==> src/hdl/rgb_to_hsv_pixel_converter_macros.svh <==
// ----------------------------------------------------------------------------
// rgb to hsv pixel converter assertion macros
// clocked assertion helpers, empty when synthesising
// ----------------------------------------------------------------------------
`ifndef RGB_TO_HSV_PIXEL_CONVERTER_MACROS_SVH
`define RGB_TO_HSV_PIXEL_CONVERTER_MACROS_SVH

`ifndef SYNTHESIS
// property must hold at every edge outside reset
`define R2H_ASSERT(label, prop, msg) \
  label: assert property (@(posedge clk_i) disable iff (!rst_ni) (prop)) else $error(msg);
// antecedent on one edge implies consequent on the next
`define R2H_ASSERT_NEXT(label, ante, cons, msg) \
  label: assert property (@(posedge clk_i) disable iff (!rst_ni) (ante) |=> (cons)) \
    else $error(msg);
`else
`define R2H_ASSERT(label, prop, msg)
`define R2H_ASSERT_NEXT(label, ante, cons, msg)
`endif

`endif

==> src/hdl/rgb2hsv_pkg.sv <==
// ----------------------------------------------------------------------------
// rgb2hsv package
// default widths and the hue sector code of the rgb to hsv converter
// ----------------------------------------------------------------------------
package rgb2hsv_pkg;

  // default channel width and hue / saturation fraction width
  localparam int unsigned ChannelBitsDef  = 8;
  localparam int unsigned FractionBitsDef = 16;

  // which channel holds the maximum, in tie order
  typedef enum logic [1:0] {
    SEC_RED,
    SEC_GREEN,
    SEC_BLUE
  } sector_e;

endpackage

==> src/hdl/rgb_to_hsv_pixel_converter.sv <==
// ----------------------------------------------------------------------------
// rgb to hsv pixel converter
// streaming hexcone rgb to hsv conversion with two pipelined dividers
// ----------------------------------------------------------------------------
// one pixel word in, one hsv word out, with a new pixel taken on every clock
// unless stalled. the pipeline has three front stages (max / min and sector
// select, chroma, hue numerator and divisor set-up), one stage per quotient
// bit in which the hue and saturation restoring dividers each settle one bit,
// and an output register. each stage has its own valid bit and takes a new
// word whenever it is empty or its successor moves on, so a stall at the
// output fills bubbles before it holds back the input.
module rgb_to_hsv_pixel_converter #(
  parameter int unsigned CHANNEL_BITS  = rgb2hsv_pkg::ChannelBitsDef,
  parameter int unsigned FRACTION_BITS = rgb2hsv_pkg::FractionBitsDef
) (
  input  logic clk_i,
  input  logic rst_ni,
  // slave side: red, green, blue from bit 0 up, zero padded to bytes
  input  logic                                              s_axis_tvalid,
  output logic                                              s_axis_tready,
  input  logic [((3*CHANNEL_BITS+7)/8)*8-1:0]               s_axis_tdata,
  // master side: hue, saturation, brightness from bit 0 up, zero padded
  output logic                                              m_axis_tvalid,
  input  logic                                              m_axis_tready,
  output logic [((2*FRACTION_BITS+CHANNEL_BITS+7)/8)*8-1:0] m_axis_tdata
);

  import rgb2hsv_pkg::*;

  `include "rgb_to_hsv_pixel_converter_macros.svh"

  localparam int unsigned CB     = CHANNEL_BITS;
  localparam int unsigned FB     = FRACTION_BITS;
  // hue remainder and six times chroma fit in cb + 3 bits
  localparam int unsigned HW     = CB + 3;
  localparam int unsigned NSTG   = FB + 4;
  localparam int unsigned OUT_W  = ((2*FB+CB+7)/8)*8;
  localparam int unsigned PAD_W  = OUT_W - 2*FB - CB;

  // per stage valid bits and the ready chain running back from the output
  logic [NSTG-1:0] vld_q;
  logic [NSTG:0]   rdy;

  assign rdy[NSTG] = m_axis_tready;
  for (genvar k = 0; k < NSTG; k++) begin : g_rdy
    assign rdy[k] = ~vld_q[k] | rdy[k+1];
  end

  assign s_axis_tready = rdy[0];
  assign m_axis_tvalid = vld_q[NSTG-1];

  always_ff @(posedge clk_i or negedge rst_ni) begin
    if (!rst_ni) begin
      vld_q <= '0;
    end else begin
      if (rdy[0]) begin
        vld_q[0] <= s_axis_tvalid;
      end
      for (int k = 1; k < NSTG; k++) begin
        if (rdy[k]) begin
          vld_q[k] <= vld_q[k-1];
        end
      end
    end
  end

  // --------------------------------------------------------------------------
  // stage 0: maximum, minimum, sector and the signed channel difference
  // --------------------------------------------------------------------------
  logic [CB-1:0]        red, green, blue;
  logic [CB-1:0]        max_d, min_d;
  sector_e              sec_d;
  logic signed [CB:0]   diff_d;

  assign red   = s_axis_tdata[CB-1:0];
  assign green = s_axis_tdata[2*CB-1:CB];
  assign blue  = s_axis_tdata[3*CB-1:2*CB];

  always_comb begin
    // red wins ties, then green
    if (red >= green && red >= blue) begin
      sec_d  = SEC_RED;
      max_d  = red;
      diff_d = $signed({1'b0, green}) - $signed({1'b0, blue});
    end else if (green >= blue) begin
      sec_d  = SEC_GREEN;
      max_d  = green;
      diff_d = $signed({1'b0, blue}) - $signed({1'b0, red});
    end else begin
      sec_d  = SEC_BLUE;
      max_d  = blue;
      diff_d = $signed({1'b0, red}) - $signed({1'b0, green});
    end
    if (red <= green && red <= blue) begin
      min_d = red;
    end else if (green <= blue) begin
      min_d = green;
    end else begin
      min_d = blue;
    end
  end

  logic [CB-1:0]      s0_max_q, s0_min_q;
  sector_e            s0_sec_q;
  logic signed [CB:0] s0_diff_q;

  always_ff @(posedge clk_i) begin
    if (rdy[0]) begin
      s0_max_q  <= max_d;
      s0_min_q  <= min_d;
      s0_sec_q  <= sec_d;
      s0_diff_q <= diff_d;
    end
  end

  // --------------------------------------------------------------------------
  // stage 1: chroma
  // --------------------------------------------------------------------------
  logic [CB-1:0]      s1_val_q, s1_chroma_q;
  sector_e            s1_sec_q;
  logic signed [CB:0] s1_diff_q;

  always_ff @(posedge clk_i) begin
    if (rdy[1]) begin
      s1_val_q    <= s0_max_q;
      s1_chroma_q <= s0_max_q - s0_min_q;
      s1_sec_q    <= s0_sec_q;
      s1_diff_q   <= s0_diff_q;
    end
  end

  // --------------------------------------------------------------------------
  // stage 2: hue numerator in [0, 6c), divisor 6c and saturation dividend
  // --------------------------------------------------------------------------
  logic [HW-1:0]        c2, c4, d6_d;
  logic signed [HW:0]   off, num_s;
  logic [CB+FB-1:0]     sat_num;

  assign c2   = HW'({s1_chroma_q, 1'b0});
  assign c4   = HW'({s1_chroma_q, 2'b00});
  assign d6_d = c2 + c4;

  always_comb begin
    unique case (s1_sec_q)
      // a negative red sector hue wraps by one full turn
      SEC_RED:   off = (s1_diff_q < 0) ? $signed({1'b0, d6_d}) : '0;
      SEC_GREEN: off = $signed({1'b0, c2});
      default:   off = $signed({1'b0, c4});
    endcase
    num_s = (HW+1)'(s1_diff_q) + off;
  end

  // chroma * (2^fb - 1)
  assign sat_num = {s1_chroma_q, {FB{1'b0}}} - (CB+FB)'(s1_chroma_q);

  // division pipeline arrays: entry 0 is filled by stage 2, entry j+1 by
  // quotient stage j
  logic [HW-1:0] rh_q   [FB+1];
  logic [HW-1:0] dh_q   [FB+1];
  logic [CB-1:0] rs_q   [FB+1];
  logic [FB-1:0] xb_q   [FB+1];
  logic [FB-1:0] qh_q   [FB+1];
  logic [FB-1:0] qs_q   [FB+1];
  logic [CB-1:0] val_q  [FB+1];
  logic          grey_q [FB+1];

  always_ff @(posedge clk_i) begin
    if (rdy[2]) begin
      rh_q[0]   <= num_s[HW-1:0];
      dh_q[0]   <= d6_d;
      rs_q[0]   <= sat_num[CB+FB-1:FB];
      xb_q[0]   <= sat_num[FB-1:0];
      qh_q[0]   <= '0;
      qs_q[0]   <= '0;
      val_q[0]  <= s1_val_q;
      grey_q[0] <= (s1_chroma_q == '0);
    end
  end

  // --------------------------------------------------------------------------
  // quotient stages: one restoring step of each divider per stage
  // --------------------------------------------------------------------------
  for (genvar j = 0; j < FB; j++) begin : g_div
    logic [HW:0]   th;
    logic [CB:0]   ts;
    logic          hbit, sbit;
    logic [HW-1:0] rh_d;
    logic [CB-1:0] rs_d;

    always_comb begin
      th   = {rh_q[j], 1'b0};
      hbit = (th >= {1'b0, dh_q[j]});
      rh_d = hbit ? HW'(th - {1'b0, dh_q[j]}) : th[HW-1:0];
      ts   = {rs_q[j], xb_q[j][FB-1]};
      sbit = (ts >= {1'b0, val_q[j]});
      rs_d = sbit ? CB'(ts - {1'b0, val_q[j]}) : ts[CB-1:0];
    end

    always_ff @(posedge clk_i) begin
      if (rdy[3+j]) begin
        rh_q[j+1]   <= rh_d;
        dh_q[j+1]   <= dh_q[j];
        rs_q[j+1]   <= rs_d;
        xb_q[j+1]   <= {xb_q[j][FB-2:0], 1'b0};
        qh_q[j+1]   <= {qh_q[j][FB-2:0], hbit};
        qs_q[j+1]   <= {qs_q[j][FB-2:0], sbit};
        val_q[j+1]  <= val_q[j];
        grey_q[j+1] <= grey_q[j];
      end
    end
  end

  // --------------------------------------------------------------------------
  // output register: grey pixels carry zero hue and saturation
  // --------------------------------------------------------------------------
  logic [FB-1:0] hue_q, sat_q;
  logic [CB-1:0] bright_q;

  always_ff @(posedge clk_i) begin
    if (rdy[NSTG-1]) begin
      hue_q    <= grey_q[FB] ? '0 : qh_q[FB];
      sat_q    <= grey_q[FB] ? '0 : qs_q[FB];
      bright_q <= val_q[FB];
    end
  end

  if (PAD_W > 0) begin : g_pad
    assign m_axis_tdata = {{PAD_W{1'b0}}, bright_q, sat_q, hue_q};
  end else begin : g_nopad
    assign m_axis_tdata = {bright_q, sat_q, hue_q};
  end

  // --------------------------------------------------------------------------
  // assertions
  // --------------------------------------------------------------------------
  `R2H_ASSERT_NEXT(a_in_lands, s_axis_tvalid && s_axis_tready, vld_q[0],
    "accepted pixel did not enter the first stage")
  `R2H_ASSERT(a_black_out, !(m_axis_tvalid && bright_q == '0) || (hue_q == '0 && sat_q == '0),
    "black pixel with non-zero hue or saturation")
  `R2H_ASSERT(a_sat_bright, !(m_axis_tvalid && sat_q != '0) || bright_q != '0,
    "saturation set with zero brightness")
  `R2H_ASSERT(a_hue_rem, !(vld_q[FB+2] && !grey_q[FB]) || rh_q[FB] < dh_q[FB],
    "hue remainder not below divisor after last quotient step")

endmodule
==> config.mk <==
export PLATFORM = sky130hd
export DESIGN_NAME = rgb_to_hsv_pixel_converter
export DESIGN_NICKNAME = d
export VERILOG_FILES = /design/src/hdl/rgb2hsv_pkg.sv /design/src/hdl/rgb_to_hsv_pixel_converter.sv
export VERILOG_INCLUDE_DIRS = /design/src /design/src/hdl
export SDC_FILE = /design/constraint.sdc
export NUM_CORES = 2
export LEC_CHECK = 0
export BUFFER_PORTS_ARGS = -buffer_cell sky130_fd_sc_hd__buf_2
export CAP_MARGIN = 20
export CORE_ASPECT_RATIO = 1.2
export CORE_MARGIN = 8
export CORE_UTILIZATION = 55
export CTS_BUF_LIST = sky130_fd_sc_hd__clkbuf_4 sky130_fd_sc_hd__clkbuf_8 sky130_fd_sc_hd__clkbuf_16
export CTS_CLUSTER_DIAMETER = 200
export DETAILED_ROUTE_END_ITERATION = 6
export GPL_ROUTABILITY_DRIVEN = 0
export PLACE_DENSITY = 0.71
export SYNTH_ARGS = -nofsm -noshare
export SYNTH_HDL_FRONTEND = slang
export SYNTH_SLANG_ARGS = --single-unit
==> constraint.sdc <==
create_clock -name clk_i -period 7.4 [get_ports clk_i]
set_input_delay 0.74 -clock clk_i [delete_from_list [all_inputs] [get_ports clk_i]]
set_output_delay 0.74 -clock clk_i [all_outputs]
set_load 0.05 [all_outputs]
==> summary.md <==
| Metric | Value |
|---|---|
| Worst setup EP type | output port |
| Grt met3 use | 0.0261 |
| Placement Rows | roughly 120 |
| Core area | 0.0951 sq mm |
| Netlist Area Pre-Place | 0.0527 sq mm |
| Asr flop ratio synth | 0.0184 |
| Max_slew headroom | 0.305 |
| H-tree Lvls | 3 |
| Minimum clock period | 4940 ps |
| Post-CTS Setup Bufs | 0 |
| Final setup vio count | 0 |
| Critical path startpoint category | register |
| Top FF cell, synth | edfxtp_1 |
| Routed Wire Length | 87.8 mm |
| IO Pins | 70 |
| Final Slew Violations | 0 |
| Die width | 299 microns |
| Final hold violation count | 0 |
| Power density cells | ~530 mW/mm^2 |
| Register area | 0.0326 sq mm |
| CTS tree | built |
| Hold slack | 64.6 ps |
| EDFF count, synth | around 1,100 |
| Met1 Track Usage GR | 0.152 |
| Critical Setup Path Class | reg -> out |
| R2R Path End | dh_q[0][10]$_DFFE_PP_ |
| Routed vias/inst | 5.44 |
| Syn nets | 4,236 |
| Multi-input logic area | 0.0183 sq mm |
| CTS resizes | 0 |
| GR Overflow Total | 0 |
| Pre-antenna DRT Iters | 7 |
| Max Cap Violations | 0 |
| Gr usage total | 0.164 |
| Fmax | between 200 and 250 MHz |
| Vias | 29,151 |
| Clock Path Buffers | 3 |
| HPWL Detailed | 64.5 mm |
| Run status | complete, no violations |
| HP Class | in -> async |
| FF-to-FF path depth | 9 |
| Root Driver | clkbuf_16 |
| Hold_buf cts | 0 |
| R2R setup slack | approximately 3500 ps |
| Mapped Cells | 3,825 |
| Area of the die | 0.106 sq mm |
| Initial drt markers | 1,270 |
| Clock sinks | 1,089 |
| Fin crit share | 0.667 |
| Antenna diodes | 0 |
| Share of cells above drive strength 1 | 0.143 |
| Initial core utilization | 0.554 |
| Worst VDD drop | 0.308 mV |
| Area grow syn2layout | 11.2% |
| Worst Path Required | 6660 ps |
| Number of global-route vias before repair | around 31,000 |
| Pwr Total | about 31,000 uW |
| Crit-path max FO | 66 |
| GRT busiest layer | met2 |
| Final Skew | 33.5 ps |
| Drc violations | 0 |
| Worst R2R Start | vld_q[19]$_DFFE_PN0P_ |
| Crit path DAT | 4200 ps |
| Least-Margin Pin Slew | ~1000 ps |
| Port bufs | 69 |
| Initial antenna violation count | 0 |
| Register bit total from synthesis | 1,089 |
| CTS Buf Count | between 100 and 150 |
| RSZ-0062 raised after global routing | no |
| Skew-Pair Late Insertion Delay | 690 ps |
| DP Cell Count | 5,158 |
| Worst-path clk slew | 60 ps |
| Setup tns final | 0 ps |
| First-pass GRT wire length | approximately 150 mm |
| Routed wire length per instance | 16.4 microns |
| Pleak | between 0.02 and 0.025 uW |
| Die Span Y | 355 microns |
| Post-synthesis sequential area ratio | 0.618 |
| Non-Filler Instances | 5,358 |
| Distinct cell type count after synthesis | 66 |
| Yosys warns | 0 |
| Final nets | about 4,400 |
| Post-detailed-route count of antenna-violating nets | 0 |
| FILL cells | 7,083 |
| Met2 GRT Util | 0.347 |
| Largest net degree at the start of global routing | 69 |
| Post-Syn Area per Cell | 13.8 sq um |
## worst max-delay path, stage by stage, from the launching register on
cell and delay, ps:
dfrtp_1 390, and3b_1 330, nand2_2 60, buf_4 360, nor2_1 610, inv_2 100, nor3_2 560, and3_1 400
nand4_1 130, buf_4 260, buf_2 270
## state kept, by name, indices dropped and copies added (netlist names), 17 cells and up
register and count:
dh_q 132, grey_q 17, qh_q 136, qs_q 136
rh_q 161, rs_q 128, val_q 136, vld_q 20
xb_q 129
## through the flow
step / instance area (sq um) / worst slack [ps] / utilization
final: 58600 / 2460 / 0.616
after global routing: 58600 / 2090 / 0.616
after floorplan: 52700 / 900 / -
after global placement: 54800 / 2790 / 0.576
after CTS: 58600 / 2370 / 0.616
after detailed placement: 54800 / 2700 / 0.577
## synthesized netlist by cell type (6+ instances only)
library cell / number / share of area
dfrtp_1: 20 / 0.0095
buf_2: 11 / 0.0010
nor3_1: 33 / 0.0031
nand3_1: 41 / 0.0039
o31ai_1: 29 / 0.0041
nor2b_1: 139 / 0.016
o21ai_1: 15 / 0.0014
ha_1: 347 / 0.082
nor2_4: 7 / 0.0015
xnor2_1: 89 / 0.015
nor2_1: 247 / 0.018
o21bai_1: 12 / 0.0017
clkbuf_1: 9 / 0.00064
o311ai_0: 11 / 0.0018
o211ai_1: 7 / 0.0010
mux2i_1: 118 / 0.022
or3_1: 10 / 0.0012
a21oi_1: 128 / 0.012
or4_1: 6 / 0.00085
o21a_1: 62 / 0.0088
or2_2: 40 / 0.0047
mux2_2: 183 / 0.039
a211oi_1: 21 / 0.0030
and2_1: 9 / 0.0011
inv_1: 477 / 0.034
fa_1: 36 / 0.014
nand4_1: 68 / 0.0081
a311o_1: 9 / 0.0017
nor4b_1: 8 / 0.0013
o21ai_0: 123 / 0.012
a21o_1: 55 / 0.0078
nand2_1: 96 / 0.0068
o31a_1: 45 / 0.0075
or4b_2: 17 / 0.0032
nand2b_1: 31 / 0.0037
a2111oi_0: 8 / 0.0013
nor3b_1: 9 / 0.0013
o221a_2: 12 / 0.0026
a211o_1: 12 / 0.0020
edfxtp_1: 1069 / 0.61
xor2_1: 49 / 0.0081
o41ai_4: 15 / 0.0078
a21boi_0: 40 / 0.0057
## where the power goes
part / switching (uW) / internal, uW
clock: 2320 / 3350
sequential: 1200 / 10700
combinational: 6970 / 6310
total: 10500 / 20300
## final cells by class
cell class,instances,area share
Sequential cell,1089,0.556
Clock inverter,63,0.0142
Tap cell,1260,0.0269
Multi-Input combinational cell,2237,0.312
Timing Repair Buffer,96,0.0103
Inverter,477,0.0305
Clock buffer,136,0.0499
## kinds of logic (layout without fill, tap and decap cells)
kind of cell             count (synthesis)  in the layout  share of synthesized area
AND/OR/NAND/NOR                        774            774                     0.0768
buffers and inverters                  499            772                     0.0359
AO/OA/AOI/OAI                          641            641                     0.0886
multiplexers                           301            301                     0.0615
XOR/XNOR                               138            138                     0.0229
adder cells (fa/ha/maj)                383            383                     0.0960
flip-flops                            1089           1089                      0.618
## layout by cell type, fill, tap and decap left out, drive strengths merged, types with 38 or more instances in the layout
cell type  Yosys  layout
o21a          62      62
edfxtp      1069    1069
ha           347     347
xnor2         89      89
inv          477     481
mux2i        118     118
clkbuf         9     136
nor2b        139     139
o31a          45      45
nor2         254     254
nand2         96      96
clkinv         0      38
a21oi        128     128
xor2          49      49
a21boi        43      43
buf           13      96
o21ai        138     138
nand3         41      41
mux2         183     183
or2           40      40
nand4         68      68
a21o          56      56
## routing by layer
| metal | share of wire | up-vias | wire length [microns] |
|---|---|---|---|
| li1 | - | 14479 | - |
| met1 | 0.35 | 14120 | 30800 |
| met2 | 0.59 | 376 | 51500 |
| met3 | 0.030 | 176 | 2660 |
| met4 | 0.031 | 0 | 2740 |
| met5 | 0 | - | 0 |
## how the worst max path moves through the flow
stage / startpoint / slack (ps) / to
final: vld_q[19]$_DFFE_PN0P_ / 2460 / s_axis_tready
after global routing: vld_q[19]$_DFFE_PN0P_ / 2090 / s_axis_tready
after CTS: vld_q[19]$_DFFE_PN0P_ / 2370 / s_axis_tready
after detailed placement: m_axis_tready / 2700 / s_axis_tready
after global placement: m_axis_tready / 2790 / s_axis_tready
after floorplan: m_axis_tready / 900 / dh_q[0][25]$_DFFE_PP_
Power figures use the tool's default switching activity.
